**src/dual_background_pixel_update_defines.svh**
```systemverilog
// ----------------------------------------------------------------------------
// Dual background pixel update: assertion macros
// Shared property forms for the checks at the end of the top level.
// ----------------------------------------------------------------------------
`ifndef DUAL_BACKGROUND_PIXEL_UPDATE_DEFINES_SVH
`define DUAL_BACKGROUND_PIXEL_UPDATE_DEFINES_SVH

// same-cycle implication
`define DBPU_ASSERT_NOW(name, ante, cons, msg) \
  name: assert property (@(posedge clk) disable iff (!rst_n) (ante) |-> (cons)) \
    else $error(msg);

// next-cycle implication
`define DBPU_ASSERT_NEXT(name, ante, cons, msg) \
  name: assert property (@(posedge clk) disable iff (!rst_n) (ante) |=> (cons)) \
    else $error(msg);

`endif

```
**src/dbpu_pkg.sv**
```systemverilog
// ----------------------------------------------------------------------------
// Dual background pixel update: package
// Item types, update classes, Q1.16 constants and small helpers.
// ----------------------------------------------------------------------------
`timescale 1ns / 1ps
`default_nettype none

package dbpu_pkg;

  localparam int PIX_IDX_W  = 19;
  localparam int Q16_W      = 17;
  localparam int COLOUR_W   = 24;
  localparam int BG_PAIR_W  = 48;
  localparam int REG_ADDR_W = 3;
  localparam int APB_DATA_W = 32;

  localparam logic [Q16_W-1:0] ONE_Q16       = 17'h10000;
  localparam logic [Q16_W-1:0] RATE_RESET    = 17'd3277;
  localparam logic [33:0]      HALF_Q16_WIDE = 34'd32768;

  // register select on paddr[2]
  localparam logic REG_LEARNING_RATE = 1'b0;
  localparam logic REG_BETWEEN_RATE  = 1'b1;

  typedef enum logic [1:0] {
    CLS_DARK   = 2'd0,
    CLS_BRIGHT = 2'd1,
    CLS_BAND   = 2'd2,
    CLS_SEED   = 2'd3
  } cls_t;

  typedef struct packed {
    logic                 mode;
    logic [PIX_IDX_W-1:0] pixel_index;
    logic [7:0]           src_ch0;
    logic [7:0]           src_ch1;
    logic [7:0]           src_ch2;
    logic [Q16_W-1:0]     touch_weight;
    logic [Q16_W-1:0]     freeze_weight;
  } in_item_t;

  typedef struct packed {
    logic [7:0] bright_ch0;
    logic [7:0] bright_ch1;
    logic [7:0] bright_ch2;
    logic [7:0] dark_ch0;
    logic [7:0] dark_ch1;
    logic [7:0] dark_ch2;
    cls_t       update_class;
  } out_item_t;

  function automatic logic [Q16_W-1:0] sat_q16(input logic [Q16_W-1:0] v);
    sat_q16 = (v > ONE_Q16) ? ONE_Q16 : v;
  endfunction

  function automatic logic [9:0] csum(input logic [COLOUR_W-1:0] c);
    csum = 10'(c[7:0]) + 10'(c[15:8]) + 10'(c[23:16]);
  endfunction

endpackage

`default_nettype wire

```
**src/dbpu_idx.sv**
```systemverilog
// ----------------------------------------------------------------------------
// Dual background pixel update: index reduction
// Pixel index modulo frame size: reciprocal multiply in one stage,
// multiply-back and subtract in the next.
// ----------------------------------------------------------------------------
`timescale 1ns / 1ps
`default_nettype none

module dbpu_idx import dbpu_pkg::*; #(
  parameter int FRAME_PIXELS = 524288,
  parameter int AW           = 19
) (
  input  wire logic                 clk,
  input  wire logic                 ld,
  input  wire logic [PIX_IDX_W-1:0] pix_idx,
  output logic      [AW-1:0]        store_idx
);

  logic [PIX_IDX_W-1:0] x2_r;

  always_ff @(posedge clk) begin
    if (ld) begin
      x2_r <= pix_idx;
    end
  end

  if (FRAME_PIXELS < (1 << PIX_IDX_W)) begin : g_reduce
    localparam int              LG    = $clog2(FRAME_PIXELS);
    localparam int              SH    = PIX_IDX_W + LG;
    localparam longint unsigned RECIP =
      ((64'd1 << SH) + 64'(FRAME_PIXELS) - 64'd1) / 64'(FRAME_PIXELS);
    localparam int              MW    = PIX_IDX_W + 2;
    localparam int              PW    = PIX_IDX_W + MW;
    localparam logic [MW-1:0]        RECIP_C = MW'(RECIP);
    localparam logic [PIX_IDX_W-1:0] N_C     = PIX_IDX_W'(FRAME_PIXELS);

    logic [PW-1:0]        prod;
    logic [PIX_IDX_W-1:0] q2_r;
    logic [PIX_IDX_W-1:0] rem;

    assign prod = PW'(pix_idx) * PW'(RECIP_C);

    always_ff @(posedge clk) begin
      if (ld) begin
        q2_r <= PIX_IDX_W'(prod >> SH);
      end
    end

    assign rem       = x2_r - q2_r * N_C;
    assign store_idx = AW'(rem);
  end else begin : g_pass
    assign store_idx = AW'(x2_r);
  end

endmodule

`default_nettype wire

```
**config.mk**
```make
export PLATFORM = sky130hd
export DESIGN_NAME = dbpu_idx
export DESIGN_NICKNAME = d
export VERILOG_FILES = /design/src/dual_background_pixel_update_defines.svh /design/src/dbpu_pkg.sv /design/src/dbpu_idx.sv
export SDC_FILE = /design/constraint.sdc
export NUM_CORES = 1
export LEC_CHECK = 0
export BUFFER_PORTS_ARGS = -buffer_cell sky130_fd_sc_hd__buf_4
export CORE_MARGIN = 5
export CORE_UTILIZATION = 40
export DETAILED_ROUTE_END_ITERATION = 7
export GPL_ROUTABILITY_DRIVEN = 0
export PLACE_DENSITY = 0.78
export SLEW_MARGIN = 40
export SYNTH_ARGS = -nofsm -noshare
export SYNTH_HDL_FRONTEND = slang
export SYNTH_SLANG_ARGS = --single-unit
```
**constraint.sdc**
```tcl
create_clock -name clk -period 0.9 [get_ports clk]
set_input_delay 0.27 -clock clk [delete_from_list [all_inputs] [get_ports clk]]
set_output_delay 0.27 -clock clk [all_outputs]
set_load 0.02 [all_outputs]
```
Yosys cells after proc, flatten, opt, wreduce, memory -nomap -nowiden
Cells that the tools add are included.
- register bits: 19
- word-level logic and storage cells: 1
- input port bits: 21
- output and inout bits: 19

Longest topological paths before layout
- depth after elaboration: 0
- mapped depth: 0
- gate-level depth less buffers: 0

Least setup slack after synthesis
No wires, ideal clock.
- path type: flip-flop to output port
- from: register x2_r[0], in the netlist store_idx[0]
- to: output port store_idx[0]
- data arrival time: 0.449 ns
- required time: 0.630 ns
- buffers on the path: 0
- path slack: 0.181 ns
- cell stages (with the launch flop): 1
- cell sequence: edfxtp_1
- RTL lines (what ; line ; source):
    from (decl) ; dbpu_idx.sv:19 ; logic [PIX_IDX_W-1:0] x2_r;
    from (signal assigned) ; dbpu_idx.sv:23 ; x2_r <= pix_idx;
    to (decl) ; dbpu_idx.sv:16 ; output logic [AW-1:0] store_idx
No word-level cell between the ends.

Worst setup path after layout
- from: register x2_r[10], in the netlist store_idx[10]
- to: output port store_idx[10]
No word-level cell between the ends.

==> flow_metrics.py <==
metrics = {
    "status": {
        "outcome": "finished with violations",
        "violations": "negative setup slack",
    },
    "timing": {
        "max_freq_mhz": 901.4,
        "rsz0062_at_grt": "yes",
        "finalWorstSetupSlack_ns": -0.2094,
        "setup_viol": 19,
        "tightest_slew_ns": 0.2422,
        "tns_ns": -3.661,
        "drv_slew": 0,
        "maxSlewHeadroom_pct": 83.85,
        "period_share_pct": 123.3,
        "hold_violations": 0,
        "period_minus_slack_ns": 1.109,
    },
    "power_and_ir_drop": {
        "power_leakage_nw": 0.4120,
        "vdd_drop_max_v": 0.001112,
        "powerDensity_nw_per_um2": 1850,
    },
    "worst_setup_path": {
        "critPathLaunchType": "flip-flop",
        "cp_max_fo": 1,
        "crit_path_cell_trace": "buf_6",
        "required_ns": 0.63,
        "cp.arrival_ns": 0.84,
        "crit_family": "flip-flops",
        "critPathBufInv": 1,
        "cp-end-kind": "output port",
        "cp_slowest_cell": "edfxtp_1",
        "crit_path_start": "store_idx[10]",
        "critPathKind": "flip-flop to output port",
        "slowest_delay_ns": 0.41,
    },
    "die": {
        "initial_core_util_pct": 43.30,
        "die-area_um2": 2282,
        "ios": 40,
        "num_rows": 13,
        "core_region_area_um2": 1318,
        "die_x_um": 47.77,
        "fp.dieH_um": 47.77,
    },
    "cts": {
        "clock-sinks": 19,
        "cts_tree": "done",
        "clockBufferDepth": 2,
        "cts_setup_buffers": 0,
        "cts_hold_buffers": 0,
        "clk_pin_slew_ns": 0.10,
        "cts_made_buffers": 3,
        "cts_resized": 16,
        "htreeDepth": 1,
        "root_buffer": "clkbuf_4",
    },
    "drt": {
        "drt_wl_total_um": 1249,
        "vias_per_cell": 4.455,
        "drtAntennaViolNets": 0,
        "first_pass_iters": 1,
        "drc": 0,
        "post_drt_wl_per_cell_um": 16.22,
        "drtIter0Drc": 0,
        "vias": 343,
    },
    "flow_run": {
        "drv_cap": 0,
    },
    "global_routing": {
        "grt_max_degree": 20,
        "track_usage_pct": 11.51,
        "antenna_found_initial": 0,
        "grt_pass1_wl_um": 1690,
        "grt_use_met3_pct": 5.639,
        "grt_pass1_vias": 380,
        "grt-ovfl-total": 0,
        "grtUsageMet1_pct": 10.59,
        "gr-max-usage-layer": "met2",
        "use_met2_pct": 20.32,
    },
    "cells_and_area": {
        "syn_to_final_growth_pct": 71.71,
        "final_cell_mix": "20 x buf_4, 19 x buf_6, 19 x edfxtp_1, 3 x clkbuf_4, 1 x clkbuf_1",
        "layout_commonest_cell": "buf_4",
        "final_cells": 77,
        "multi_input_area_um2": 0,
        "num-multi-input-gates": 0,
        "antenna_cells": 0,
        "utilization_pct": 74.36,
        "num-nets-final": 84,
        "drive_gt1_share_pct": 67.74,
        "largest_reg_flops": 19,
    },
    "place": {
        "io_buffers": 39,
        "post-place-ws_ns": 0.06747,
        "placed_cells": 73,
    },
    "logic_synthesis": {
        "syn-num-nets": 40,
        "syn_area_um2": 570.5,
        "yosysWarningCount": 0,
        "yosys.area.top_type": "edfxtp_1",
        "netlist_instances": 19,
        "synth.top_cell.area_share_pct": 100.0,
        "ys_seq_area_share_pct": 100.0,
        "ys_ff_latch": 19,
        "post_synth.cell_area_avg_um2": 30.03,
        "synthTopCellsByArea": "edfxtp_1 100%",
        "ys_types": 1,
    },
    "hold_path": {
        "hp-start": "pix_idx[14]",
        "hp-class": "input port to flip-flop",
    },
}
[area by class of cell]
class / count / area, um^2
Timing Repair Buffer: 39 / 364.1
Tap cell: 15 / 18.77
Clock buffer: 4 / 26.28
Sequential cell: 19 / 570.5
Fill cell: 89 / 337.8
[synthesized netlist by cell type]
master / number
edfxtp_1: 19
[stage by stage]
stage	area, um^2	hold WS (ns)	total power, mW
2_1_floorplan	570.5	0.3689	1.181
3_3_place_gp	882.1	0.4481	1.358
3_5_place_dp	882.1	0.4494	1.362
4_1_cts	968.4	0.1467	1.806
5_1_grt	979.7	0.1359	1.877
6_report	979.7	0.1519	1.812
[routing by layer]
metal  vias to the layer above  share of wire, %
met5                         -                 0
met4                         0                 0
met3                         0               9.4
met2                        18                61
met1                       163                29
li1                        162                 -
[cell families after synthesis]
kind of cell  count (synthesis)  synth area share [%]
flops                        19                 100.0
[where the power goes]
group,internal (mW),switching [mW],leakage (nW),total [mW]
Combinational,0.174,0.139,0.211,0.314
Sequential,1.05,0.0296,0.186,1.08
Clock,0.172,0.246,0.0150,0.418
[path summary, 6_finish.rpt]
check            end  slack [ns]  depth (start not counted)
max    store_idx[10]       -0.21                          1
min    store_idx[14]        0.15                          1
(Power assumes the default switching activity.)
