$ cat src/dual_background_pixel_update_defines.svh
// ----------------------------------------------------------------------------
// Dual background pixel update: assertion macros
// Shared property forms for the checks at the end of the top level.
// ----------------------------------------------------------------------------
`ifndef DUAL_BACKGROUND_PIXEL_UPDATE_DEFINES_SVH
`define DUAL_BACKGROUND_PIXEL_UPDATE_DEFINES_SVH

// same-cycle implication
`define DBPU_ASSERT_NOW(name, ante, cons, msg) \
  name: assert property (@(posedge clk) disable iff (!rst_n) (ante) |-> (cons)) \
    else $error(msg);

// next-cycle implication
`define DBPU_ASSERT_NEXT(name, ante, cons, msg) \
  name: assert property (@(posedge clk) disable iff (!rst_n) (ante) |=> (cons)) \
    else $error(msg);

`endif

$ cat src/dbpu_pkg.sv
// ----------------------------------------------------------------------------
// Dual background pixel update: package
// Item types, update classes, Q1.16 constants and small helpers.
// ----------------------------------------------------------------------------
`timescale 1ns / 1ps
`default_nettype none

package dbpu_pkg;

  localparam int PIX_IDX_W  = 19;
  localparam int Q16_W      = 17;
  localparam int COLOUR_W   = 24;
  localparam int BG_PAIR_W  = 48;
  localparam int REG_ADDR_W = 3;
  localparam int APB_DATA_W = 32;

  localparam logic [Q16_W-1:0] ONE_Q16       = 17'h10000;
  localparam logic [Q16_W-1:0] RATE_RESET    = 17'd3277;
  localparam logic [33:0]      HALF_Q16_WIDE = 34'd32768;

  // register select on paddr[2]
  localparam logic REG_LEARNING_RATE = 1'b0;
  localparam logic REG_BETWEEN_RATE  = 1'b1;

  typedef enum logic [1:0] {
    CLS_DARK   = 2'd0,
    CLS_BRIGHT = 2'd1,
    CLS_BAND   = 2'd2,
    CLS_SEED   = 2'd3
  } cls_t;

  typedef struct packed {
    logic                 mode;
    logic [PIX_IDX_W-1:0] pixel_index;
    logic [7:0]           src_ch0;
    logic [7:0]           src_ch1;
    logic [7:0]           src_ch2;
    logic [Q16_W-1:0]     touch_weight;
    logic [Q16_W-1:0]     freeze_weight;
  } in_item_t;

  typedef struct packed {
    logic [7:0] bright_ch0;
    logic [7:0] bright_ch1;
    logic [7:0] bright_ch2;
    logic [7:0] dark_ch0;
    logic [7:0] dark_ch1;
    logic [7:0] dark_ch2;
    cls_t       update_class;
  } out_item_t;

  function automatic logic [Q16_W-1:0] sat_q16(input logic [Q16_W-1:0] v);
    sat_q16 = (v > ONE_Q16) ? ONE_Q16 : v;
  endfunction

  function automatic logic [9:0] csum(input logic [COLOUR_W-1:0] c);
    csum = 10'(c[7:0]) + 10'(c[15:8]) + 10'(c[23:16]);
  endfunction

endpackage

`default_nettype wire

$ cat src/dbpu_mix.sv
// ----------------------------------------------------------------------------
// Dual background pixel update: blend unit
// Registered per-channel products for both backgrounds, then
// round-to-nearest sum and clamp to 0..255.
// ----------------------------------------------------------------------------
`timescale 1ns / 1ps
`default_nettype none

module dbpu_mix import dbpu_pkg::*; (
  input  wire logic                clk,
  input  wire logic                ld,
  input  wire logic [COLOUR_W-1:0] bright_bg,
  input  wire logic [COLOUR_W-1:0] dark_bg,
  input  wire logic [COLOUR_W-1:0] px,
  input  wire logic [Q16_W-1:0]    w_bright,
  input  wire logic [Q16_W-1:0]    w_dark,
  output logic      [COLOUR_W-1:0] bright_new,
  output logic      [COLOUR_W-1:0] dark_new
);

  localparam int PRW = 8 + Q16_W;
  localparam int SMW = PRW + 1;

  logic [PRW-1:0] keep_r [2][3];
  logic [PRW-1:0] take_r [2][3];
  logic [7:0]     res    [2][3];

  for (genvar s = 0; s < 2; s++) begin : g_store
    for (genvar c = 0; c < 3; c++) begin : g_ch
      logic [7:0]       bg_c;
      logic [7:0]       px_c;
      logic [Q16_W-1:0] w_c;
      logic [SMW-1:0]   sum;
      logic [SMW-17:0]  quo;

      assign bg_c = (s == 0) ? bright_bg[8*c +: 8] : dark_bg[8*c +: 8];
      assign px_c = px[8*c +: 8];
      assign w_c  = (s == 0) ? w_bright : w_dark;

      always_ff @(posedge clk) begin
        if (ld) begin
          keep_r[s][c] <= PRW'(bg_c) * PRW'(ONE_Q16 - w_c);
          take_r[s][c] <= PRW'(px_c) * PRW'(w_c);
        end
      end

      assign sum = SMW'(keep_r[s][c]) + SMW'(take_r[s][c]) + SMW'(HALF_Q16_WIDE);
      assign quo = sum[SMW-1:16];
      assign res[s][c] = (quo > (SMW-16)'(255)) ? 8'hFF : quo[7:0];
    end
  end

  assign bright_new = {res[0][2], res[0][1], res[0][0]};
  assign dark_new   = {res[1][2], res[1][1], res[1][0]};

endmodule

`default_nettype wire

$ cat config.mk
export PLATFORM = sky130hd
export DESIGN_NAME = dbpu_mix
export DESIGN_NICKNAME = d
export VERILOG_FILES = /design/src/dual_background_pixel_update_defines.svh /design/src/dbpu_pkg.sv /design/src/dbpu_mix.sv
export SDC_FILE = /design/constraint.sdc
export NUM_CORES = 2
export LEC_CHECK = 0
export ABC_AREA = 1
export BUFFER_PORTS_ARGS = -buffer_cell sky130_fd_sc_hd__buf_2
export CAP_MARGIN = 5
export CORE_MARGIN = 2
export CORE_UTILIZATION = 42
export DETAILED_ROUTE_END_ITERATION = 8
export GPL_TIMING_DRIVEN = 0
export SYNTH_ARGS = -nofsm -noshare
export SYNTH_HDL_FRONTEND = slang
export SYNTH_SLANG_ARGS = --single-unit
$ cat constraint.sdc
create_clock -name clk -period 6.25 [get_ports clk]
set_clock_uncertainty 0.2 [all_clocks]
set_input_delay 0.9375 -clock clk [delete_from_list [all_inputs] [get_ports clk]]
set_output_delay 0.9375 -clock clk [all_outputs]
set_load 0.005 [all_outputs]
After elaboration in Yosys (flattened, before gate mapping):

Memories as Yosys holds them, arrays and structs flattened.
Index checks and enable logic that the tools add are counted.

* add/subtract/negate cells: 14
* multiply operators: 12
* $lt $le $gt $ge: 6
* mux-type cells: 8

Operators by type and width (number)
* 25-bit by 25-bit adder with 26-bit output: 6
* 26-bit by 16-bit adder with 26-bit output, second input constant: 6
* 8-bit by 17-bit multiplier with 25-bit output: 6
* 8-bit by 25-bit multiplier with 25-bit output: 4
* 10-bit by 8-bit greater-than comparator with 1-bit output, second input constant: 6
* 9-bit by 18-bit multiplier with 25-bit output: 2
* 8-bit 2-to-1 mux: 6
* 17-bit by 17-bit subtractor with 18-bit output, first input constant: 2
* 1-bit 2-to-1 mux: 2

* register bits: 0
* memory bits (writable): 300
* input bits: 108
* output and inout port bits: 48
* memories: 2

Memory list
* keep_r: depth 2, bits a word 75, rd ports 2, clocked after memory_dff 0, wr ports 2, RTL line dbpu_mix.sv:24 `logic [PRW-1:0] keep_r [2][3];`
* take_r: depth 2, bits a word 75, rd ports 2, clocked after memory_dff 0, wr ports 2, RTL line dbpu_mix.sv:25 `logic [PRW-1:0] take_r [2][3];`

Depth between registers and ports, before layout:

An unclocked memory read counts as a cell.

* word-level depth: 5
* mapped depth: 32
* gate-level depth less buffers: 30

Worst setup path before layout:

Ideal clock, no wire load.

* path kind: input -> register
* from: input w_dark[1]
* to: memory keep_r[1][19] in the netlist's numbering (data pin)
* setup time: 0.260 ns
* data arrival time: 5.786 ns
* required time: 5.790 ns
* path slack: 0.004 ns
* cell stages on the path: 28
* buffers on the path: 3
* path through: buf_2 -> clkbuf_1 -> inv_1 -> ha_1 -> nand3_2 -> nor2_2 -> nand2_1 -> nor2_2 -> nand3_1 -> o21ai_1 -> nand2_1 -> inv_1 -> buf_4 -> nand2_1 -> fa_1 -> inv_1 -> fa_1 -> inv_1 -> fa_1 -> fa_1 -> inv_1 -> ha_1 -> a21oi_1 -> a21boi_0 -> nand3_1 -> nand3_1 -> nand2_1 -> xor2_1

RTL lines
* start: declaration: RTL line dbpu_mix.sv:16 `input wire logic [Q16_W-1:0] w_dark,`
* end: declaration: RTL line dbpu_mix.sv:24

==> results.yml <==
outcome:
  status: "completed"
setup_path:
  worstSetupEndpoint: "keep_r[1][21]$_DFFE_PP_"
  crit_fanout: 9
  critPathLaunchType: "input pin"
  cp.arrival_ns: 6.28
  cp_slowest_cell: "fa_1"
  crit_top_cell: "fa_1"
  crit_start: "w_dark[1]"
  crit_required_ns: 6.38
  crit_path_end_kind: "flip-flop"
  path_class: "in -> reg"
  slowest_delay_ns: 0.56
drt:
  wl_microns: 243000
  post-route-drc-count: 0
  first_pass_iters: 6
  vias: 65241
  via_per_inst: 5.11
  ant_nets: 0
  wl_per_cell_microns: 19.1
  dr.first_iter.drc_count: 5322
final_layout:
  layout.nets: 12448
  fin_cells: 12768
  design_area_sq_mm: 0.0825
  drive_above_1_share: 0.0465
  fillers: 18256
  fin_util: 0.457
  syn_to_final_growth_pct: 8.26
sta:
  rsz0062_at_grt: "true"
  layout_min_cycle_time_ns: 6.15
  worst_pin_slew_ns: 1.32
  final-hold-violation-count: 0
  setup_violations: 0
  slew_viol_final: 0
  fin_crit_sh: 0.984
  slew_headroom: 0.120
  max_freq_mhz: 163
global_routing:
  grt_pass1_wl_microns: 380000
  gr-total-overflow: 0
  grt_pass1_vias: 66360
  grt_max_degree: 117
  antenna_found_initial: 13
  grt_use_total: 0.265
yosys:
  synthTopCellsByArea: "fa_1 (32%), ha_1 (13%), nand2_1 (13%)"
  ys.warnings.count: 0
  synth_edf_count: 300
  synth_top_area_frac: 0.316
  async_reset_ff_frac: 0
  synthesis.nets: 12270
  postSynthCellCount: 10176
  syn_area_per_cell_sq_um: 7.49
  ys_seq_area_frac: 0.118
  synth_common_cells: "nand2_1 (2590), inv_1 (2418), fa_1 (1202)"
  yosysMostFrequentCell: "nand2_1"
  synthesis.area_sq_mm: 0.0762
  synth_top_area_cell: "fa_1"
  ys_seq_elements: 300
  synth_ff_type: "edfxtp_1"
  yosysUniqueCellTypes: 46
cts:
  clkSinkCount: 300
  htreeDepth: 2
  cts-root-buf: "clkbuf_16"
  clk_pin_slew_ns: 0.06
  cts_tree: "built"
  ctsHoldBuffers: 0
  cts.path.max_buffers: 3
  cts-buffers-inserted: 41
floorplan:
  core_area_sq_mm: 0.181
  die_h_microns: 430
  die_w_microns: 430
  io_pins: 156
  start_util: 0.422
  die-area_sq_mm: 0.185
  rows: 156
job:
  max_cap_viol_count: 0
place:
  place.gp.congestion: 0.958
  numPortBuffers: 87
  detailed_place_hpwl_microns: 207000
  placed_cell_area_sq_mm: 0.0797
  dp.cells: 12635
min_path:
  hp-class: "in -> reg"
  min_path_cells: 3
power:
  power.density_mw_per_mm2: 518
  total_power_mw: 42.8
  p_leak_nw: 44.9
  irDropWorstVdd_mv: 0.319
## per-stage QoR
step / setup slack [ns] / hold WS (ns) / TNS [ns]
3_5_place_dp: -2.55 / 1.15 / -223.64
2_1_floorplan: 0.00408 / 0.850 / 0
4_1_cts: 0.00586 / 0.494 / 0
6_report: 0.0996 / 0.528 / 0
3_3_place_gp: -2.50 / 1.14 / -404.27
5_1_grt: -0.134 / 0.525 / -0.495
## cells in the final DEF (no fill, tap or decap), types with 57 or more instances in the layout
master and n:
inv_1 2403, xor2_1 148, o21ai_0 221, nand2_1 2570, ha_1 758, nand4_1 100, fa_1 1194, a21oi_1 387
clkbuf_1 213, xnor2_1 93, nand3_1 331, nor2_1 917, buf_2 108, buf_4 57, nor3_1 72, edfxtp_1 300
## final cells by class
cell class,instances,area (sq um),share of cell area
plain buffers,310,1460,0.0177
diodes,13,32.5,0.000394
repair buffers,140,938,0.0114
flip-flops and latches,300,9010,0.109
clock inverters,26,236,0.00287
well taps,2370,2970,0.0359
multi-input cells,7125,57600,0.698
clock buffers,48,1090,0.0133
inverters,2436,9230,0.112
## power breakdown
group	switching, mW	internal (mW)	leakage (nW)
registers	0.494	4.28	2.93
logic	22.8	12.8	41.4
clock network	1.01	1.36	0.633
total	24.3	18.4	44.9
## critical path: cells and delay by family
kind	cells	cell delay (ns)
AO/OA/AOI/OAI	3	0.60
XOR/XNOR	1	0.19
AND/OR/NAND/NOR	8	1.25
adder cells (fa/ha/maj)	6	2.66
buffers and inverters	7	0.63
## registers in the layout, summed over array words and instances (netlist names)
name,count
keep_r,150
take_r,150
## worst min-delay path by stage
stage	start	end
finish	bright_bg[8]	keep_r[0][25]$_DFFE_PP_
floorplan	ld	keep_r[0][0]$_DFFE_PP_
global route	bright_bg[8]	keep_r[0][25]$_DFFE_PP_
CTS	bright_bg[8]	keep_r[0][25]$_DFFE_PP_
global placement	dark_bg[8]	keep_r[1][25]$_DFFE_PP_
detailed placement	bright_bg[8]	keep_r[0][25]$_DFFE_PP_
## timing repair
| item | 4_1_cts | 5_1_grt |
|---|---|---|
| buffers inserted | 11 | 39 |
| cloned | 0 | 1 |
| resized for setup | 139 | 194 |
| endpoints found under the setup margin | 132 | 89 |
| pin swaps | 4 | 28 |
## logic make-up (layout without fill, tap and decap cells)
kind of cell	after synthesis	after routing	synth area share
buffers and inverters	2751	2960	0.137
AO/OA/AOI/OAI	758	758	0.0535
flip-flops	300	300	0.118
other	0	13	0
AND/OR/NAND/NOR	4131	4131	0.218
adder cells (fa/ha/maj)	1986	1986	0.444
XOR/XNOR	250	250	0.0288
## metal layers
layer,share of wire,track usage,vias to the layer above,routed length [microns]
met5,0.000086,0,-,21
li1,-,-,30921,-
met3,0.083,0.0503,330,20200
met1,0.45,0.375,31812,109000
met2,0.44,0.411,2174,106000
met4,0.031,0.0767,4,7580
Note: power is estimated with default switching activity, not from simulation.
